===== src/hdl/ysot_pkg.sv =====
// shared constants and types for the y sorted object table
package ysot_pkg;
    localparam int NUM_SLOTS = 8;
    localparam int SW = $clog2(NUM_SLOTS);
    localparam int CW = $clog2(NUM_SLOTS + 1);

    localparam logic [1:0] FN_INSERT = 2'd0;
    localparam logic [1:0] FN_DELETE = 2'd1;
    localparam logic [1:0] FN_MOVE   = 2'd2;
    localparam logic [1:0] FN_SCAN   = 2'd3;

    localparam logic [1:0] ST_OK    = 2'd0;
    localparam logic [1:0] ST_FULL  = 2'd1;
    localparam logic [1:0] ST_UNUSED = 2'd2;
    localparam logic [1:0] ST_EMPTY = 2'd3;

    typedef struct packed {
        logic [1:0] status;
        logic [2:0] slot;
        logic [2:0] pos;
        logic [7:0] x;
        logic [7:0] y;
        logic [7:0] model;
        logic [2:0] ov;
        logic [3:0] count;
        logic       last;
    } t_result;
endpackage


===== src/hdl/ysot_cmp.sv =====
// shared compare unit: 9 bit magnitude compare of two y values with offset
module ysot_cmp import ysot_pkg::*; (
    input  logic [7:0] i_a,
    input  logic [7:0] i_b,
    input  logic [7:0] i_off,
    output logic       o_lt,
    output logic       o_gt
);
    logic [8:0] w_a;
    logic [8:0] w_b;
    assign w_a = {1'b0, i_a} + {1'b0, i_off};
    assign w_b = {1'b0, i_b};
    assign o_lt = w_a < w_b;
    assign o_gt = w_a > w_b;
endmodule


===== src/hdl/y_sorted_object_table.sv =====
// top level: y sorted object table with sequencer and shared compare unit
// channel | dir | fields (tdata from bit 0)                 | tuser
// s_axis  | in  | target_slot, x_pos, y_pos, shape_model      | func
// m_axis  | out | status, slot, pos, x, y, model, ov, count   | -      tlast = last_result
// cfg     | in  | vertical_interval                          | -
// insert, delete: insert bubbles in from the tail, delete searches then closes the gap
// move: search then bubble, one compare per cycle
// scan: each object's overlap count is found through the single comparator
// each result waits in the output register until taken; not ready meanwhile
// reset clears valid marks, overlap counts, count and sets interval to 12
module y_sorted_object_table import ysot_pkg::*; (
    input  logic        i_clk,
    input  logic        i_rst_n,
    input  logic        i_cfg_we,
    input  logic [7:0]  i_cfg_wdata,
    input  logic        s_axis_tvalid,
    output logic        s_axis_tready,
    // target_slot[2:0], x_pos[10:3], y_pos[18:11], shape_model[26:19], zero fill
    input  logic [31:0] s_axis_tdata,
    // func[1:0]
    input  logic [1:0]  s_axis_tuser,
    output logic        m_axis_tvalid,
    input  logic        m_axis_tready,
    // status[1:0], result_slot[4:2], sorted_position[7:5], out_x[15:8],
    // out_y[23:16], out_model[31:24], overlap_count[34:32], object_count[38:35]
    output logic [39:0] m_axis_tdata,
    output logic        m_axis_tlast
);
    typedef enum logic [6:0] {
        S_IDLE = 7'b0000001, S_FIND = 7'b0000010, S_INS = 7'b0000100,
        S_DEL  = 7'b0001000, S_MOVE = 7'b0010000, S_SCAN = 7'b0100000,
        S_OUT  = 7'b1000000
    } t_state;

    t_state r_state;
    logic [7:0] r_vi;
    logic [7:0] r_x [NUM_SLOTS];
    logic [7:0] r_y [NUM_SLOTS];
    logic [7:0] r_m [NUM_SLOTS];
    logic [SW-1:0] r_ord [NUM_SLOTS];
    logic [2:0] r_ovl [NUM_SLOTS];
    logic [NUM_SLOTS-1:0] r_valid;
    logic [CW-1:0] r_live;
    logic [1:0] r_fn;
    logic [SW-1:0] r_tgt;
    logic [7:0] r_xi, r_yi, r_mi;
    logic [CW-1:0] r_p, r_q;
    logic r_down, r_ret_scan;
    logic [2:0] r_cnt;
    t_result r_res;

    logic [7:0] w_a, w_b, w_off;
    logic w_lt, w_gt;
    logic [SW-1:0] w_free;
    logic [CW-1:0] w_pm1, w_pp1;
    logic [SW-1:0] w_cur;
    logic w_scan_last;

    assign w_pm1 = r_p - CW'(1);
    assign w_pp1 = r_p + CW'(1);
    assign w_cur = r_ord[r_p[SW-1:0]];
    assign w_scan_last = (w_pp1 == r_live) || (r_p == CW'(7));

    ysot_cmp u_cmp (.i_a(w_a), .i_b(w_b), .i_off(w_off), .o_lt(w_lt), .o_gt(w_gt));

    always_comb begin
        w_a = r_yi;
        w_b = r_y[r_ord[w_pm1[SW-1:0]]];
        w_off = 8'd0;
        if (r_state == S_MOVE && r_down) begin
            w_b = r_y[r_ord[w_pp1[SW-1:0]]];
        end else if (r_state == S_SCAN) begin
            w_a = r_y[r_ord[r_p[SW-1:0]]];
            w_b = r_y[r_ord[r_q[SW-1:0]]];
            w_off = r_vi;
        end
    end

    always_comb begin
        w_free = '0;
        for (int i = NUM_SLOTS - 1; i >= 0; i--) begin
            if (!r_valid[i]) w_free = SW'(i);
        end
    end

    assign s_axis_tready = (r_state == S_IDLE);
    assign m_axis_tvalid = (r_state == S_OUT);
    assign m_axis_tlast = r_res.last;
    assign m_axis_tdata = {1'b0, r_res.count, r_res.ov, r_res.model, r_res.y, r_res.x,
                           r_res.pos, r_res.slot, r_res.status};

    function automatic t_result f_err(input logic [1:0] st, input logic [CW-1:0] n);
        t_result r;
        r = '0;
        r.status = st;
        r.count = 4'(n);
        r.last = 1'b1;
        return r;
    endfunction

    function automatic t_result f_obj(input logic [SW-1:0] s, input logic [CW-1:0] p,
                                      input logic [7:0] x, input logic [7:0] y,
                                      input logic [7:0] m, input logic [2:0] ov,
                                      input logic [CW-1:0] n, input logic last);
        t_result r;
        r.status = ST_OK;
        r.slot = 3'(s);
        r.pos = 3'(p);
        r.x = x;
        r.y = y;
        r.model = m;
        r.ov = ov;
        r.count = 4'(n);
        r.last = last;
        return r;
    endfunction

    always_ff @(posedge i_clk) begin
        if (!i_rst_n) begin
            r_state <= S_IDLE;
            r_vi <= 8'd12;
            r_valid <= '0;
            r_live <= '0;
            r_ret_scan <= 1'b0;
            for (int i = 0; i < NUM_SLOTS; i++) r_ovl[i] <= 3'd0;
        end else begin
            if (i_cfg_we) r_vi <= i_cfg_wdata;
            case (r_state)
                S_IDLE: begin
                    if (s_axis_tvalid) begin
                        r_fn <= s_axis_tuser;
                        r_tgt <= s_axis_tdata[SW-1:0];
                        r_xi <= s_axis_tdata[10:3];
                        r_yi <= s_axis_tdata[18:11];
                        r_mi <= s_axis_tdata[26:19];
                        r_ret_scan <= 1'b0;
                        if (s_axis_tuser == FN_INSERT) begin
                            if (r_live == CW'(NUM_SLOTS)) begin
                                r_res <= f_err(ST_FULL, r_live);
                                r_state <= S_OUT;
                            end else begin
                                r_p <= r_live;
                                r_state <= S_INS;
                            end
                        end else if (r_live == '0) begin
                            r_res <= f_err(ST_EMPTY, r_live);
                            r_state <= S_OUT;
                        end else if (s_axis_tuser == FN_SCAN) begin
                            r_p <= '0;
                            r_q <= CW'(1);
                            r_cnt <= 3'd0;
                            r_state <= S_SCAN;
                        end else if (!r_valid[s_axis_tdata[SW-1:0]]) begin
                            r_res <= f_err(ST_UNUSED, r_live);
                            r_state <= S_OUT;
                        end else begin
                            r_p <= '0;
                            r_state <= S_FIND;
                        end
                    end
                end
                S_FIND: begin
                    if (r_ord[r_p[SW-1:0]] == r_tgt) begin
                        if (r_fn == FN_DELETE) begin
                            r_res <= f_obj(r_tgt, r_p, r_x[r_tgt], r_y[r_tgt], r_m[r_tgt],
                                           3'd0, r_live - CW'(1), 1'b1);
                            r_valid[r_tgt] <= 1'b0;
                            r_state <= S_DEL;
                        end else begin
                            r_x[r_tgt] <= r_xi;
                            r_down <= r_y[r_tgt] < r_yi;
                            r_y[r_tgt] <= r_yi;
                            r_state <= S_MOVE;
                        end
                    end else r_p <= w_pp1;
                end
                S_DEL: begin
                    if (w_pp1 < r_live) begin
                        r_ord[r_p[SW-1:0]] <= r_ord[w_pp1[SW-1:0]];
                        r_p <= w_pp1;
                    end else begin
                        r_live <= r_live - CW'(1);
                        r_state <= S_OUT;
                    end
                end
                S_INS: begin
                    if (r_p != '0 && w_lt) begin
                        r_ord[r_p[SW-1:0]] <= r_ord[w_pm1[SW-1:0]];
                        r_p <= w_pm1;
                    end else begin
                        r_ord[r_p[SW-1:0]] <= w_free;
                        r_x[w_free] <= r_xi;
                        r_y[w_free] <= r_yi;
                        r_m[w_free] <= r_mi;
                        r_valid[w_free] <= 1'b1;
                        r_live <= r_live + CW'(1);
                        r_res <= f_obj(w_free, r_p, r_xi, r_yi, r_mi, 3'd0,
                                       r_live + CW'(1), 1'b1);
                        r_state <= S_OUT;
                    end
                end
                S_MOVE: begin
                    if (r_down && w_pp1 < r_live && w_gt) begin
                        r_ord[r_p[SW-1:0]] <= r_ord[w_pp1[SW-1:0]];
                        r_p <= w_pp1;
                    end else if (!r_down && r_p != '0 && w_lt) begin
                        r_ord[r_p[SW-1:0]] <= r_ord[w_pm1[SW-1:0]];
                        r_p <= w_pm1;
                    end else begin
                        r_ord[r_p[SW-1:0]] <= r_tgt;
                        r_res <= f_obj(r_tgt, r_p, r_xi, r_y[r_tgt], r_m[r_tgt], 3'd0,
                                       r_live, 1'b1);
                        r_state <= S_OUT;
                    end
                end
                S_SCAN: begin
                    if (r_q < r_live && !w_lt) begin
                        r_q <= r_q + CW'(1);
                        if (r_cnt != 3'd7) r_cnt <= r_cnt + 3'd1;
                    end else begin
                        r_ovl[w_cur] <= r_cnt;
                        r_res <= f_obj(w_cur, r_p, r_x[w_cur], r_y[w_cur], r_m[w_cur],
                                       r_cnt, r_live, w_scan_last);
                        r_ret_scan <= !w_scan_last;
                        r_state <= S_OUT;
                    end
                end
                S_OUT: begin
                    if (m_axis_tready) begin
                        if (r_ret_scan) begin
                            r_p <= w_pp1;
                            r_q <= r_p + CW'(2);
                            r_cnt <= 3'd0;
                            r_state <= S_SCAN;
                        end else r_state <= S_IDLE;
                    end
                end
                default: r_state <= S_IDLE;
            endcase
        end
    end

`ifndef SYNTH
    a_live_range: assert property (@(posedge i_clk) disable iff (!i_rst_n)
        r_live <= CW'(NUM_SLOTS)) else $error("live count out of range");
    a_live_pop: assert property (@(posedge i_clk) disable iff (!i_rst_n)
        r_state == S_IDLE |-> $countones(r_valid) == int'(r_live))
        else $error("valid marks disagree with count");
    a_out_hold: assert property (@(posedge i_clk) disable iff (!i_rst_n)
        m_axis_tvalid && !m_axis_tready |=> m_axis_tvalid && $stable(m_axis_tdata))
        else $error("result dropped while stalled");
    a_no_overlap_busy: assert property (@(posedge i_clk) disable iff (!i_rst_n)
        m_axis_tvalid |-> !s_axis_tready) else $error("ready while result pending");
`endif
endmodule


===== config.mk =====
export PLATFORM = sky130hd
export DESIGN_NAME = y_sorted_object_table
export DESIGN_NICKNAME = d
export VERILOG_FILES = /design/src/hdl/ysot_pkg.sv /design/src/hdl/ysot_cmp.sv /design/src/hdl/y_sorted_object_table.sv
export SDC_FILE = /design/constraint.sdc
export NUM_CORES = 1
export LEC_CHECK = 0
export CAP_MARGIN = 20
export CORE_AREA = 2 2 234 236
export DETAILED_ROUTE_END_ITERATION = 8
export DIE_AREA = 0 0 236 238
export DONT_BUFFER_PORTS = 1
export SYNTH_ARGS = -nofsm -noshare
export SYNTH_HDL_FRONTEND = slang
export SYNTH_SLANG_ARGS = --single-unit

===== constraint.sdc =====
create_clock -name i_clk -period 7.3 [get_ports i_clk]
set_input_delay 1.46 -clock i_clk [delete_from_list [all_inputs] [get_ports i_clk]]
set_output_delay 1.46 -clock i_clk [all_outputs]
set_load 0.01 [all_outputs]

==> flow_metrics.py <==
metrics = {
    "routing": {
        "drt_pass1_iterations": 6,
        "drc": 0,
        "num_vias": 14501,
        "wl_microns": 58100,
        "routedWlPerCell_microns": 24.3,
        "detail-route-antenna-nets": 0,
        "via_per_inst": 6.06,
        "detail_route.iter0.violations": 1280,
    },
    "power_and_ir_drop": {
        "p_sw_share_pct": 36.9,
        "comb_power_share_pct": 37.8,
        "p_int_uw": 4260,
        "p_total_uw": 6750,
        "peakVddDrop_uv": 176,
        "p_switching_uw": 2490,
        "clockPowerShare_pct": 27.8,
        "power_frac_seq_pct": 34.5,
        "p_per_area_nw_per_um2": 309,
        "power.leakage_uw": 0.00763,
    },
    "global_route": {
        "grtUsageTotal_pct": 20.4,
        "antenna_found_initial": 0,
        "overflow": 0,
        "grt_pass1_wl_microns": 88000,
        "grt_max_degree": 57,
        "grt_pass1_vias": 14536,
    },
    "logic_synthesis": {
        "synth.area.top_cells": "edfxtp_1, mux4_2, mux2i_1, nand2_1, dfxtp_1",
        "yosysUniqueCellTypes": 85,
        "yosysSeqAreaShare_pct": 49.1,
        "synth_area_leader_cell": "edfxtp_1",
        "synth_async_sr_flop_share_pct": 0,
        "ys_ff_latch": 334,
        "syn-instance-count": 1686,
        "yosys_warnings": 0,
        "synth-edff-count": 297,
        "synthFlopType": "edfxtp_1",
        "synth.top_cell.area_share_pct": 45.3,
        "netlist_area_sq_um": 19700,
        "avgSynthCellArea_sq_um": 11.7,
        "synth_nets": 1776,
    },
    "die": {
        "chipWidth_microns": 236,
        "rows": 85,
        "core_area_sq_um": 53500,
        "io_pins": 90,
        "initial_utilization_pct": 36.8,
        "die_height_microns": 238,
        "dieArea_sq_um": 56200,
    },
    "layout": {
        "syn2layout_area_growth_pct": 10.8,
        "diodes": 0,
        "drive_gt1_share_pct": 14.7,
        "fin_nets": 1757,
        "post-route-util_pct": 40.8,
    },
    "critical_path": {
        "path_class": "reg2reg",
        "critPathLaunchType": "flip-flop",
        "path_max_fanout": 17,
        "crit_path_end_kind": "flip-flop",
        "cp_data_arrival_time_ps": 7180,
        "required_ps": 7590,
    },
    "place": {
        "place_hpwl_microns": 37700,
        "port_buffers": 0,
        "gp_congestion": 0.864,
    },
    "clock_tree": {
        "insertion_delay_ps": 590,
        "path_clk_slew_ps": 60,
        "cts.sinks": 334,
        "tritoncts": "done",
        "cts_buffers": 38,
        "holdBufCountCts": 0,
        "cts_root_buffer": "clkbuf_16",
        "htreeDepth": 2,
        "cts_buffer_depth": 3,
    },
    "sta": {
        "final-setup-viol-count": 0,
        "grt_setup_unrepaired": "false",
        "clock_skew_ps": 26.6,
        "finalHoldViolations": 0,
        "fmax_mhz": 145,
        "finalCriticalPeriod_ps": 6900,
        "worst_slew_pin_slew_ps": 975,
        "timing.hold.ws_ps": 490,
        "drv_slew": 0,
        "post-route-period-util_pct": 94.5,
        "finalSetupTns_ps": 0,
        "slew_headroom_pct": 34.6,
    },
    "outcome": {
        "status": "finished, final reports clean",
    },
    "job": {
        "max_cap_violations": 0,
    },
    "hold_path": {
        "hold_class": "reg2reg",
    },
}
[Yosys cell counts (27+ instances only)]
library cell / number
clkbuf_1: 83
a21oi_1: 47
and2_1: 66
a211oi_1: 44
ha_1: 42
nor2_1: 65
o21ai_0: 35
edfxtp_1: 297
mux2_2: 37
mux4_2: 69
mux2i_1: 131
inv_1: 33
nand3_1: 41
dfxtp_1: 37
nand2_1: 231
o22ai_1: 37
a31oi_1: 27
[per-layer routing]
metal	GRT usage, %	vias to the layer above	wire length, microns
met2	34.3	586	27900
met3	3.07	148	3680
met1	26.1	7247	24200
met5	0	-	0
li1	-	6520	-
met4	9.28	0	2390
[final cells by class]
cell class	instances	area, sq um
Clock buffer	46	991
Clock inverter	23	218
Fill cell	5035	31700
Inverter	34	128
Multi-Input combinational cell	1199	9460
Sequential cell	334	9660
Tap cell	696	871
Timing Repair Buffer	60	500
[worst max-delay path: stages (launching register included)]
cell and delay [ps]:
edfxtp_1 490, inv_1 180, ha_1 280, xor2_4 410, mux2_2 580, a22o_1 550
or2_1 550, mux2_2 410, o2111a_1 220, nor2_1 360, ha_1 310, and3_1 210
a221oi_1 580, a311o_2 440, or2_0 320, a21boi_1 370, nor2_1 90, buf_4 260
[layout by cell type, fill, tap and decap left out, types with 11 or more instances in the layout]
| master | instances |
|---|---|
| nand2_1 | 231 |
| o21ai_0 | 34 |
| a22oi_1 | 19 |
| a211oi_1 | 44 |
| o221ai_1 | 14 |
| o211ai_1 | 25 |
| clkbuf_16 | 38 |
| nand3_1 | 41 |
| mux2_2 | 37 |
| nor3_1 | 11 |
| ha_1 | 42 |
| a31oi_1 | 27 |
| mux4_2 | 69 |
| a311oi_1 | 16 |
| mux2i_1 | 129 |
| dfxtp_1 | 35 |
| buf_4 | 56 |
| nand3b_1 | 23 |
| or3_1 | 21 |
| o22ai_1 | 37 |
| edfxtp_1 | 297 |
| xnor2_1 | 17 |
| a21oi_1 | 47 |
| inv_1 | 33 |
| nor2_1 | 64 |
| and2_1 | 66 |
| and3_1 | 12 |
| a21o_1 | 14 |
[kinds of logic (layout without fill, tap and decap cells)]
logic type | after synthesis | in the layout | synth area share, %
AND/OR/NAND/NOR | 520 | 520 | 13.0
AO/OA/AOI/OAI | 367 | 367 | 13.6
flip-flops | 334 | 334 | 49.1
multiplexers | 244 | 244 | 17.2
buffers and inverters | 153 | 163 | 3.20
adder cells (fa/ha/maj) | 43 | 43 | 2.77
XOR/XNOR | 24 | 24 | 1.16
other | 1 | 1 | 0.0190
[state kept, by name, summed over array words and instances, names as in the netlist, named ones only]
register / flops
m_axis_tdata: 39
m_axis_tlast: 1
r_cnt: 3
r_down: 1
r_fn: 2
r_live: 4
r_m: 64
r_mi: 8
r_ord: 24
r_p: 4
r_q: 4
r_ret_scan: 1
r_state: 7
r_tgt: 3
r_valid: 8
r_vi: 8
r_x: 64
r_xi: 8
r_y: 64
r_yi: 8
[worst paths after layout]
path	from	endpoint	slack [ps]	depth (start not counted)
min reg2reg	r_ret_scan$_SDFFE_PN0P_	r_ret_scan$_SDFFE_PN0P_	490	2
min	r_ret_scan$_SDFFE_PN0P_	r_ret_scan$_SDFFE_PN0P_	490	2
max	r_p[1]$_DFFE_PP_	r_x[2][3]$_DFFE_PP_	400	17
max reg2reg	r_p[1]$_DFFE_PP_	r_x[2][3]$_DFFE_PP_	400	17
[metrics by stage]
step / cells / setup WS, ps / cell area, sq um
2_1_floorplan: 1686 / 354 / 19700
3_3_place_gp: 2320 / 420 / 20600
3_5_place_dp: 2320 / 186 / 20600
4_1_cts: 2389 / 179 / 21800
5_1_grt: 2392 / 33.3 / 21800
6_report: 2392 / 404 / 21800
[power groups by stage]
stage          Clock, uW  Combinational, uW  Sequential, uW
2_1_floorplan          0               1870            2310
3_3_place_gp           0               2430            2360
3_5_place_dp           0               2490            2370
4_1_cts             1920               2500            2330
5_1_grt             1980               2750            2340
6_report            1880               2550            2330
[what timing repair did]
item,in CTS,in global routing
hold endpoints to repair,0,0
gates resized for setup,0,2
setup buffers,0,3
endpoints found under the setup margin,0,136
No activity file was read; power rests on OpenSTA's default activity.
